--- src/design/athp_pkg.sv ---
// athp_pkg: types, constants and field widths shared by the tlv header parser
// no dependencies; imported by every module of the block
`timescale 1ns / 1ps

package athp_pkg;

   // default width of the length accumulator
   localparam int LENGTH_BITS_DEFAULT = 32;

   // field widths fixed by the request and result formats
   localparam int BYTE_W   = 8;
   localparam int AVAIL_W  = 32;
   localparam int LEN_W    = 32;
   localparam int OFFSET_W = 5;
   localparam int COUNT_W  = 4;

   // header constants
   localparam logic [BYTE_W-1:0]  BIT_STRING_TAG = 8'h03;
   localparam logic [AVAIL_W:0]   SHORT_HEADER   = 33'd2;
   localparam logic [OFFSET_W-1:0] SHORT_OFFSET  = 5'd2;

   // parse phase
   typedef enum logic [2:0] {
      PH_IDLE = 3'd0,
      PH_LEN  = 3'd1,
      PH_EXT  = 3'd2,
      PH_PAD  = 3'd3
   } phase_type;

   // one accepted request
   typedef struct packed {
      logic [BYTE_W-1:0]  data_byte;
      logic               start_of_element;
      logic [AVAIL_W-1:0] bytes_available;
   } item_type;

   // one result
   typedef struct packed {
      logic                status;
      logic [BYTE_W-1:0]   tag_value;
      logic [LEN_W-1:0]    content_length;
      logic [OFFSET_W-1:0] content_offset;
   } result_type;

endpackage

--- src/design/athp_in_stage.sv ---
// athp_in_stage: input register of the tlv header parser
// depends on athp_pkg for the request type
`timescale 1ns / 1ps

module athp_in_stage
   import athp_pkg::*;
(
   input  logic     clock,
   input  logic     reset,
   input  logic     in_valid,
   output logic     in_ready,
   input  item_type in_item,
   input  logic     advance,
   output logic     item_valid,
   output item_type item
);

   logic     valid_ff, valid_in;
   item_type item_ff;

   // stage is free when empty or when its request moves on this cycle
   assign in_ready = !valid_ff || advance;

   always_comb begin
      valid_in = valid_ff;
      if (in_ready) begin
         valid_in = in_valid;
      end
   end

   // valid flag
   always_ff @(posedge clock) begin
      if (reset) begin
         valid_ff <= 1'b0;
      end else begin
         valid_ff <= valid_in;
      end
   end

   // payload, no reset needed
   always_ff @(posedge clock) begin
      if (in_valid && in_ready) begin
         item_ff <= in_item;
      end
   end

   assign item_valid = valid_ff;
   assign item       = item_ff;

endmodule

--- src/design/athp_parser.sv ---
// athp_parser: header parse state, step logic and result register
// depends on athp_pkg for phase, request and result types
`timescale 1ns / 1ps

module athp_parser
   import athp_pkg::*;
#(
   parameter int LENGTH_BITS = LENGTH_BITS_DEFAULT
) (
   input  logic       clock,
   input  logic       reset,
   input  logic       item_valid,
   input  item_type   item,
   output logic       advance,
   output logic       out_valid,
   input  logic       out_ready,
   output result_type out_result
);

   // parse state
   phase_type              phase_ff, phase_in;
   logic [BYTE_W-1:0]      held_tag_ff, held_tag_in;
   logic [AVAIL_W-1:0]     held_avail_ff, held_avail_in;
   logic [LENGTH_BITS-1:0] acc_ff, acc_in;
   logic [COUNT_W-1:0]     ext_left_ff, ext_left_in;
   logic [COUNT_W-1:0]     ext_total_ff, ext_total_in;

   // result register
   logic       out_valid_ff, out_valid_in;
   result_type out_result_ff;

   // step terms
   logic [BYTE_W-1:0]      b;
   logic [COUNT_W-1:0]     n;
   logic                   ext_ok;
   logic                   is_bit_string;
   logic [LENGTH_BITS-1:0] acc_shift;
   logic [LENGTH_BITS-1:0] acc_minus1;
   logic                   emit;
   result_type             result;

   // a request moves on when the result register can take an answer
   assign advance = item_valid && (!out_valid_ff || out_ready);

   // shared step terms
   always_comb begin
      b             = item.data_byte;
      n             = b[COUNT_W-1:0];
      ext_ok        = {1'b0, held_avail_ff} >= (SHORT_HEADER + (AVAIL_W+1)'(n));
      is_bit_string = (held_tag_ff == BIT_STRING_TAG);
      acc_shift     = (acc_ff << BYTE_W) | LENGTH_BITS'(b);
      acc_minus1    = acc_ff - LENGTH_BITS'(1);
   end

   // datapath registers next value
   always_comb begin
      held_tag_in   = held_tag_ff;
      held_avail_in = held_avail_ff;
      acc_in        = acc_ff;
      ext_left_in   = ext_left_ff;
      ext_total_in  = ext_total_ff;
      if (item.start_of_element) begin
         held_tag_in   = b;
         held_avail_in = item.bytes_available;
         acc_in        = '0;
         ext_left_in   = '0;
         ext_total_in  = '0;
      end else begin
         case (phase_ff)
            PH_LEN: begin
               if (b[BYTE_W-1]) begin
                  if (ext_ok) begin
                     ext_total_in = n;
                     ext_left_in  = n;
                     acc_in       = '0;
                  end
               end else begin
                  acc_in = LENGTH_BITS'(b);
               end
            end
            PH_EXT: begin
               acc_in      = acc_shift;
               ext_left_in = ext_left_ff - COUNT_W'(1);
            end
            default: ;
         endcase
      end
   end

   // next phase
   always_comb begin
      phase_in = phase_ff;
      if (item.start_of_element) begin
         phase_in = ({1'b0, item.bytes_available} < SHORT_HEADER) ? PH_IDLE : PH_LEN;
      end else begin
         case (phase_ff)
            PH_LEN: begin
               if (b[BYTE_W-1]) begin
                  if (!ext_ok) begin
                     phase_in = PH_IDLE;
                  end else if (n != '0) begin
                     phase_in = PH_EXT;
                  end else begin
                     // zero count gives length zero, an empty bit string faults
                     phase_in = PH_IDLE;
                  end
               end else begin
                  phase_in = (is_bit_string && b != '0) ? PH_PAD : PH_IDLE;
               end
            end
            PH_EXT: begin
               if (ext_left_ff == COUNT_W'(1)) begin
                  phase_in = (is_bit_string && acc_shift != '0) ? PH_PAD : PH_IDLE;
               end
            end
            PH_PAD:  phase_in = PH_IDLE;
            default: phase_in = PH_IDLE;
         endcase
      end
   end

   // result of this step
   always_comb begin
      logic [63:0] len_wide;
      len_wide              = 64'(acc_ff);
      emit                  = 1'b0;
      result.status         = 1'b1;
      result.tag_value      = held_tag_ff;
      result.content_length = '0;
      result.content_offset = '0;
      if (item.start_of_element) begin
         result.tag_value = b;
         emit = ({1'b0, item.bytes_available} < SHORT_HEADER);
      end else begin
         case (phase_ff)
            PH_LEN: begin
               if (b[BYTE_W-1]) begin
                  if (!ext_ok) begin
                     emit = 1'b1;
                  end else if (n == '0) begin
                     emit = 1'b1;
                     if (!is_bit_string) begin
                        result.status         = 1'b0;
                        result.content_offset = SHORT_OFFSET;
                     end
                  end
               end else if (!is_bit_string || b == '0) begin
                  emit = 1'b1;
                  if (!is_bit_string) begin
                     result.status         = 1'b0;
                     result.content_length = LEN_W'(b);
                     result.content_offset = SHORT_OFFSET;
                  end
               end
            end
            PH_EXT: begin
               if (ext_left_ff == COUNT_W'(1)) begin
                  len_wide = 64'(acc_shift);
                  if (!is_bit_string) begin
                     emit                  = 1'b1;
                     result.status         = 1'b0;
                     result.content_length = len_wide[LEN_W-1:0];
                     result.content_offset = SHORT_OFFSET + OFFSET_W'(ext_total_ff);
                  end else if (acc_shift == '0) begin
                     emit = 1'b1;
                  end
               end
            end
            PH_PAD: begin
               emit = 1'b1;
               if (b == '0) begin
                  len_wide              = 64'(acc_minus1);
                  result.status         = 1'b0;
                  result.content_length = len_wide[LEN_W-1:0];
                  result.content_offset = SHORT_OFFSET + OFFSET_W'(ext_total_ff)
                                          + OFFSET_W'(1);
               end
            end
            default: ;
         endcase
      end
   end

   // result register valid next value
   always_comb begin
      out_valid_in = out_valid_ff;
      if (advance) begin
         out_valid_in = emit;
      end else if (out_ready) begin
         out_valid_in = 1'b0;
      end
   end

   // control state
   always_ff @(posedge clock) begin
      if (reset) begin
         phase_ff     <= PH_IDLE;
         out_valid_ff <= 1'b0;
      end else begin
         out_valid_ff <= out_valid_in;
         if (advance) begin
            phase_ff <= phase_in;
         end
      end
   end

   // parse context
   always_ff @(posedge clock) begin
      if (reset) begin
         held_tag_ff   <= '0;
         held_avail_ff <= '0;
         acc_ff        <= '0;
         ext_left_ff   <= '0;
         ext_total_ff  <= '0;
      end else if (advance) begin
         held_tag_ff   <= held_tag_in;
         held_avail_ff <= held_avail_in;
         acc_ff        <= acc_in;
         ext_left_ff   <= ext_left_in;
         ext_total_ff  <= ext_total_in;
      end
   end

   // result payload
   always_ff @(posedge clock) begin
      if (advance && emit) begin
         out_result_ff <= result;
      end
   end

   assign out_valid  = out_valid_ff;
   assign out_result = out_result_ff;

endmodule

--- src/design/asn1_tlv_header_parser_top.sv ---
// asn1_tlv_header_parser_top: streaming parser for asn.1 element headers
// depends on athp_pkg, athp_in_stage and athp_parser
`timescale 1ns / 1ps

// Usage:
// Header bytes enter one per request on the req_ stream. A request with
// req_tuser high is the tag byte and also carries the bytes available
// from the tag onward; it restarts parsing and drops any header under way.
// The block answers on the rsp_ stream with one result per header: tag,
// content length, content offset and status in rsp_tuser (0 ok, 1 fault).
// Requests that complete nothing give no result; bytes outside a header
// are ignored.
// The request that completes a header passes the input register, then the
// result register, before its result appears.
// Throughput: one request per cycle while results are taken, set by the
// combinational step logic between the input and result registers.
// Reset clears the parse phase and both stream registers; the block is
// ready for requests once reset is released.
// When the receiver stalls, the waiting result holds and the input
// register fills; req_tready then drops until the result is taken.

module asn1_tlv_header_parser_top
   import athp_pkg::*;
#(
   parameter int LENGTH_BITS = LENGTH_BITS_DEFAULT
) (
   input  logic        clock,
   input  logic        reset,
   input  logic        req_tvalid,
   output logic        req_tready,
   input  logic [39:0] req_tdata,  // data_byte[7:0], bytes_available[39:8]
   input  logic        req_tuser,  // start_of_element
   output logic        rsp_tvalid,
   input  logic        rsp_tready,
   output logic [47:0] rsp_tdata,  // tag_value[7:0], content_length[39:8],
                                   // content_offset[44:40], zero fill
   output logic        rsp_tuser   // status
);

   item_type   in_item;
   item_type   item;
   logic       item_valid;
   logic       advance;
   result_type result;

   // unpack the request
   assign in_item.data_byte        = req_tdata[7:0];
   assign in_item.bytes_available  = req_tdata[39:8];
   assign in_item.start_of_element = req_tuser;

   // input register
   athp_in_stage u_in_stage (
      .clock      (clock),
      .reset      (reset),
      .in_valid   (req_tvalid),
      .in_ready   (req_tready),
      .in_item    (in_item),
      .advance    (advance),
      .item_valid (item_valid),
      .item       (item)
   );

   // parse step and result register
   athp_parser #(
      .LENGTH_BITS (LENGTH_BITS)
   ) u_parser (
      .clock      (clock),
      .reset      (reset),
      .item_valid (item_valid),
      .item       (item),
      .advance    (advance),
      .out_valid  (rsp_tvalid),
      .out_ready  (rsp_tready),
      .out_result (result)
   );

   // pack the result
   assign rsp_tdata = {3'b000, result.content_offset, result.content_length,
                       result.tag_value};
   assign rsp_tuser = result.status;

endmodule

--- config.mk ---
export PLATFORM = sky130hd
export DESIGN_NAME = asn1_tlv_header_parser_top
export DESIGN_NICKNAME = d
export VERILOG_FILES = /design/src/design/athp_pkg.sv /design/src/design/athp_in_stage.sv /design/src/design/athp_parser.sv /design/src/design/asn1_tlv_header_parser_top.sv
export SDC_FILE = /design/constraint.sdc
export NUM_CORES = 1
export LEC_CHECK = 0
export BUFFER_PORTS_ARGS = -buffer_cell sky130_fd_sc_hd__buf_4
export CORE_ASPECT_RATIO = 0.7
export CORE_MARGIN = 4
export CORE_UTILIZATION = 49
export CTS_CLUSTER_SIZE = 25
export DETAILED_ROUTE_END_ITERATION = 16
export PLACE_DENSITY_LB_ADDON = 0.15
export RECOVER_POWER = 100
export SLEW_MARGIN = 20
export SYNTH_ARGS = -nofsm -noshare
export SYNTH_HDL_FRONTEND = slang
export SYNTH_HIERARCHICAL = 1
export SYNTH_SLANG_ARGS = --single-unit
--- constraint.sdc ---
create_clock -name clock -period 4.8 [get_ports clock]
set_input_delay 0.96 -clock clock [delete_from_list [all_inputs] [get_ports clock]]
set_output_delay 0.96 -clock clock [all_outputs]
set_load 0.05 [all_outputs]
# Word-level counts from Yosys, hierarchy flattened
# Index checks and enable logic that the tools add are counted.
# Widths: inputs -> output; s select.
# word_totals
ff_bits	172
latch_bits	0
ramBits	0
rom_bits	0
inputBits	45
out_inout_bits	51
word_cells	109
memories	0
# classes
add_sub_neg	5
mul	0
n_div	0
n_lt_le_gt_ge	2
n_eq_ne	9
shift	0
n_mux	50
n_bitwise	1
n_reduce_logical	27
# ops
operator	n
$mux 37	4
$mux 32	4
$pmux 37 s3	1
$pmux 32 s2	1
$ge 32x33->1	1
$logic_not 32->1	1
$lt 32x2->1 const B	1
$or 32x8->32	1
$reduce_bool 32->1	1
$sub 32x1->32 const B	1
$mux 4	5
$mux 1	18
$mux 5	3
$mux 12	1
$mux 3	4
$add 2x4->5 const A	2
$eq 8x2->1 const B	1
$logic_not 8->1	1
$mux 2	4
$mux 8	1
$pmux 4 s2	1
$reduce_and 4->1	2
$reduce_bool 2->1	4
$reduce_bool 8->1	1
18 further kinds	30

# Depth between registers and ports, before layout
# logic_depth
depth_word	8
ltp_mapped	11
mapped_depth_nobuf	9

# Hierarchy
# Netlist, hierarchy kept.
# modules_own_cells
mod	n_inst	cells_each	area_per_inst_um2	seq_area_each_um2
athp_parser	1	674	6206.0	3042.9
athp_in_stage	1	46	1286.2	1251.2
asn1_tlv_header_parser_top	1	4	26.3	0.0

# Least setup slack after synthesis
# Ideal clock, no wire load.
# synth_path
path_type	flip-flop to flip-flop
start	reg u_parser.acc_ff[0]
end	reg u_parser.out_result_ff (netlist bit u_parser/out_result[0]) (enable)
setup_ps	449
t_arrival_ps	3927
required_ps	4351
path_slack_ps	424
path_stages_with_launch	10
path_buffers	1
period_less_slack_ps	4376
cell_sequence	dfxtp_1 -> inv_1 -> ha_1 -> or4b_1 -> buf_2 -> nor4_4 -> nand4b_1 -> a21o_1 -> o211a_1 -> nor2_1
# synth_between
elab_chain_len	8
# synth_lines
element	line	text
start, declared	athp_parser.sv:24	logic [LENGTH_BITS-1:0] acc_ff, acc_in;
start signal, assigned	athp_parser.sv:218	acc_ff <= acc_in;
$or 32x8->32	athp_parser.sv:51	acc_shift = (acc_ff << BYTE_W) | LENGTH_BITS'(b);
$logic_not 32->1	athp_parser.sv:164	end else if (acc_shift == '0) begin
$mux 1	athp_parser.sv:164	
$mux 1	athp_parser.sv:159	if (!is_bit_string) begin
$mux 1	athp_parser.sv:157	if (ext_left_ff == COUNT_W'(1)) begin
$pmux 1 s3	athp_parser.sv:135	case (phase_ff)
$mux 1	athp_parser.sv:131	if (item.start_of_element) begin
$logic_and 1x1->1	athp_parser.sv:226	if (advance && emit) begin
end signal, assigned	athp_parser.sv:227	out_result_ff <= result;
end, declared	athp_parser.sv:30	result_type out_result_ff;
# No other way between the ends.
# A chain may end at the register's enable or synchronous reset.

# Final worst setup path
# layout_path
start	reg u_in_stage.item_ff (netlist bit u_in_stage/item[36])
end	reg u_parser.out_result_ff (netlist bit u_parser/out_result[40]) (enable)
# layout_between
elab_chain_len	8
elab_cells_between_ends	17
classes_between	add/sub: 1; order compare: 1; mux: 9; bitwise: 1; reduce/logical: 5
# layout_lines
element	line	text
start, declared	athp_in_stage.sv:19	item_type item_ff;
start signal, assigned	athp_in_stage.sv:43	item_ff <= in_item;
branches (longest 5 deep; another with $ge 32x33->1)	--	
$pmux 1 s3 *	athp_parser.sv:135	
$mux 1 *	athp_parser.sv:131	
$logic_and 1x1->1 *	athp_parser.sv:226	
# Mark *: on every way between the ends.

==> impl_metrics.tcl <==
set metrics [dict create \
    clock-root-buffer "sky130_fd_sc_hd__clkbuf_16" \
    clock.fmax_mhz 255 \
    crit_path_top_delay_cell "sky130_fd_sc_hd__nor2_4" \
    dominantRegCellSynth "sky130_fd_sc_hd__edfxtp_1" \
    grt_start_max_net_pins 58 \
    floorplan.die_area_sq_mm 0.0174 \
    layout_common_cells "118 x sky130_fd_sc_hd__nand2_1, 87 x sky130_fd_sc_hd__edfxtp_1, 84 x sky130_fd_sc_hd__dfxtp_1" \
    dieHeight_um 112 \
    synth_area_leaders "sky130_fd_sc_hd__edfxtp_1 35%, sky130_fd_sc_hd__dfxtp_1 22%, sky130_fd_sc_hd__nand2_1 5.8%" \
    synthCells 724 \
    fin_crit_sh 0.816 \
    cp_data_arrival_time_ns 3.98 \
    worst-slew-pin-transition_ns 1.94 \
    global_route.usage.met2 0.289 \
    path_max_fanout 28 \
    tritoncts_clock_tree "built" \
    number_of_h_tree_branching_levels 4 \
    outcome "finished, violations left" \
    synth_enable_flop_cells 87 \
    peakVddDrop_mv 0.251 \
    cts_hold_repair.buffers 0 \
    routed-via-count 5988 \
    route.detailed.drc 0 \
    yosysTopAreaCell "sky130_fd_sc_hd__edfxtp_1" \
    cts_buffers 17 \
    insertedDiodeCount 0 \
    total_power_per_unit_cell_area_mw_per_mm2 380 \
    core.rowCount 37 \
    worst_clock_skew_ns 0.0146 \
    drt-wirelength-per-cell_um 19.2 \
    worstSkewPairLatency_ns 0.43 \
    core_area_sq_mm 0.0149 \
    max-clock-path-buffers 2 \
    min_tclk_post_route_ns 3.92 \
    report.final.hold_viol_count 0 \
    power.static_leakage_nw 3.13 \
    clock_sinks 171 \
    syn_avg_cell_area_sq_um 10.4 \
    worstPathRequired_ns 4.87 \
    holdCritPathClass "reg -> reg" \
    placement.setup.worst_slack_ns 1.13 \
    synth_seq_area_share 0.571 \
    final_core_utilization 0.583 \
    worst_setup_path_start_kind "register" \
    max_stage_delay_ns 0.63 \
    criticalPathCategory "reg -> reg" \
    failed_checks "max-capacitance violations, max-slew violations" \
    grt_first_pass_wirelength_um 30600 \
    post_layout_worst_setup_margin_ns 0.884 \
    worst_path_most_repeated_cell "sky130_fd_sc_hd__nand3_1" \
    first_global_vias 5618 \
    via_density_per_instance 5.96 \
    gr-usage-met1 0.371 \
    port-buffer-count 92 \
    yosys.cell_types.count 65 \
    maxCapViolations 1 \
    yosysTopAreaCellShare 0.347 \
    route.final.wire_length_um 19300 \
    fillerInstances 1298 \
    initial_core_util 0.506 \
    finish.net_count 857 \
    commonest_non_fill_non_tap_cell_in_the_layout "sky130_fd_sc_hd__nand2_1" \
    grtUsageTotal 0.222 \
    antenna_found_initial 0 \
    postCtsSetupBuffers 0 \
    dieWidth_um 156 \
    multiInputGateArea_sq_mm 0.00294 \
    firstDrtPassIters 7 \
    synth-seq-cells 171 \
    area.sequential_sq_mm 0.00429 \
    global_route.overflow_total 0 \
    setup_viol 0 \
    route.antenna.remaining_nets 0 \
    path_cells "nand3_1 > ha_1 > nor4_1 > nand3_1 > nor3_1 > a21oi_1 > o211a_1 > nor2_4 > clkbuf_1" \
    rsz0062_at_grt "false" \
    syn-cell-area_sq_mm 0.00752 \
    hpwlAfterDp_um 13700 \
    gp_congestion 0.900 \
    postCtsResizedCells 0 \
    critical_path.endpoint_type "register" \
    slew-limit-headroom -0.291 \
    design.portCount 96 \
    layout-drive-gt1-share 0.112 \
    report.final.slew_viol_count 42 \
    finalSetupTns_ns 0 \
    layout_area_overhead_pct 15.2 \
    globalRouteMet3Util 0.0505 \
    worst_setup_hold_path_clk_slew_ns 0.07 \
    synth_warnings 6 \
    globalRoute.busiestLayer "met1" \
    drc_violation_total_after_the_first_tritonroute_iteration 553 \
    postSynth.asyncResetShare 0 \
]
==> report_power, final <==
group	total (mW)	switching, mW	leakage, nW	internal [mW]
clock	1.33	0.633	0.276	0.692
combinational	0.334	0.230	1.37	0.104
sequential	1.63	0.0433	1.48	1.59
==> final timing paths <==
kind | startpoint | to | slack [ns] | cells past startpoint
max | u_in_stage/item[36] | u_parser/out_result[40] | 0.88 | 9
max reg2reg | u_in_stage/item[36] | u_parser/out_result[40] | 0.88 | 9
min reg2reg | u_parser/held_avail_ff[23] | u_parser/held_avail_ff[23] | 0.46 | 2
min | u_parser/held_avail_ff[23] | u_parser/held_avail_ff[23] | 0.46 | 2
==> state kept, by name, indices dropped and copies added, names as in the netlist <==
register and cells:
u_in_stage/item 41, u_in_stage/item_valid 1, u_parser/acc_ff 32, u_parser/ext_left_ff 4, u_parser/ext_total_ff 4, u_parser/held_avail_ff 32, u_parser/held_tag_ff 8, u_parser/out_result 46
u_parser/out_valid 1, u_parser/phase_ff 2
==> metal layers <==
metal	part of all wire	wire, um	vias to the layer above
met2	0.40	7730	271
met4	0.0070	135	0
met5	0	0	-
met1	0.50	9720	2918
met3	0.087	1670	15
li1	-	-	2784
==> per-stage QoR <==
| stage | power, mW | instances | hold WS, ns | cell area [sq um] |
|---|---|---|---|---|
| after floorplan | 1.89 | 726 | 0.436 | 7530 |
| after global routing | 3.42 | 1004 | 0.471 | 8660 |
| after detailed placement | 2.01 | 972 | 0.451 | 8320 |
| final | 3.29 | 1004 | 0.463 | 8660 |
| after CTS | 3.33 | 1004 | 0.460 | 8890 |
| after global placement | 2.00 | 972 | 0.445 | 8320 |
==> logic make-up after synthesis <==
kind of cell	count (synthesis)	synth area share
and+or+nand+nor	258	0.168
xor gates and xnor gates	30	0.0349
adders and majority gates	16	0.0266
AOI/OAI and AO/OA	173	0.149
other	1	0.000499
DFF	171	0.571
muxes	9	0.0135
buffers and inverters	66	0.0366
==> critical path: cells and delay by family, from the launching register on <==
family          cells  cell delay, ns
buf+inv             1            0.54
compound gates      2            0.53
simple gates        5            1.63
flops               1            0.62
fa+ha+maj           1            0.22
==> layout make-up <==
type,count,share of cell area
repair buffers,100,0.0637
inverters,17,0.00737
clock inverters,15,0.0163
multi-input cells,489,0.340
clock buffers,17,0.0491
well taps,195,0.0282
flip-flops and latches,171,0.496
==> cells in the mapped netlist, drive strengths merged (3+ instances only) <==
master / n
edfxtp: 87
nand3: 18
ha: 16
or3: 3
inv: 17
dfxtp: 84
nand2: 118
a22oi: 14
nand4: 6
xnor2: 16
and2: 3
nor3: 9
clkbuf: 35
nor2: 49
mux2: 9
a22o: 25
and3: 3
a21o: 3
buf: 14
xor2: 14
or4: 8
a32o: 5
a21oi: 70
a31oi: 3
nor4: 26
o21ai: 31
Power figures use the tool's default switching activity.
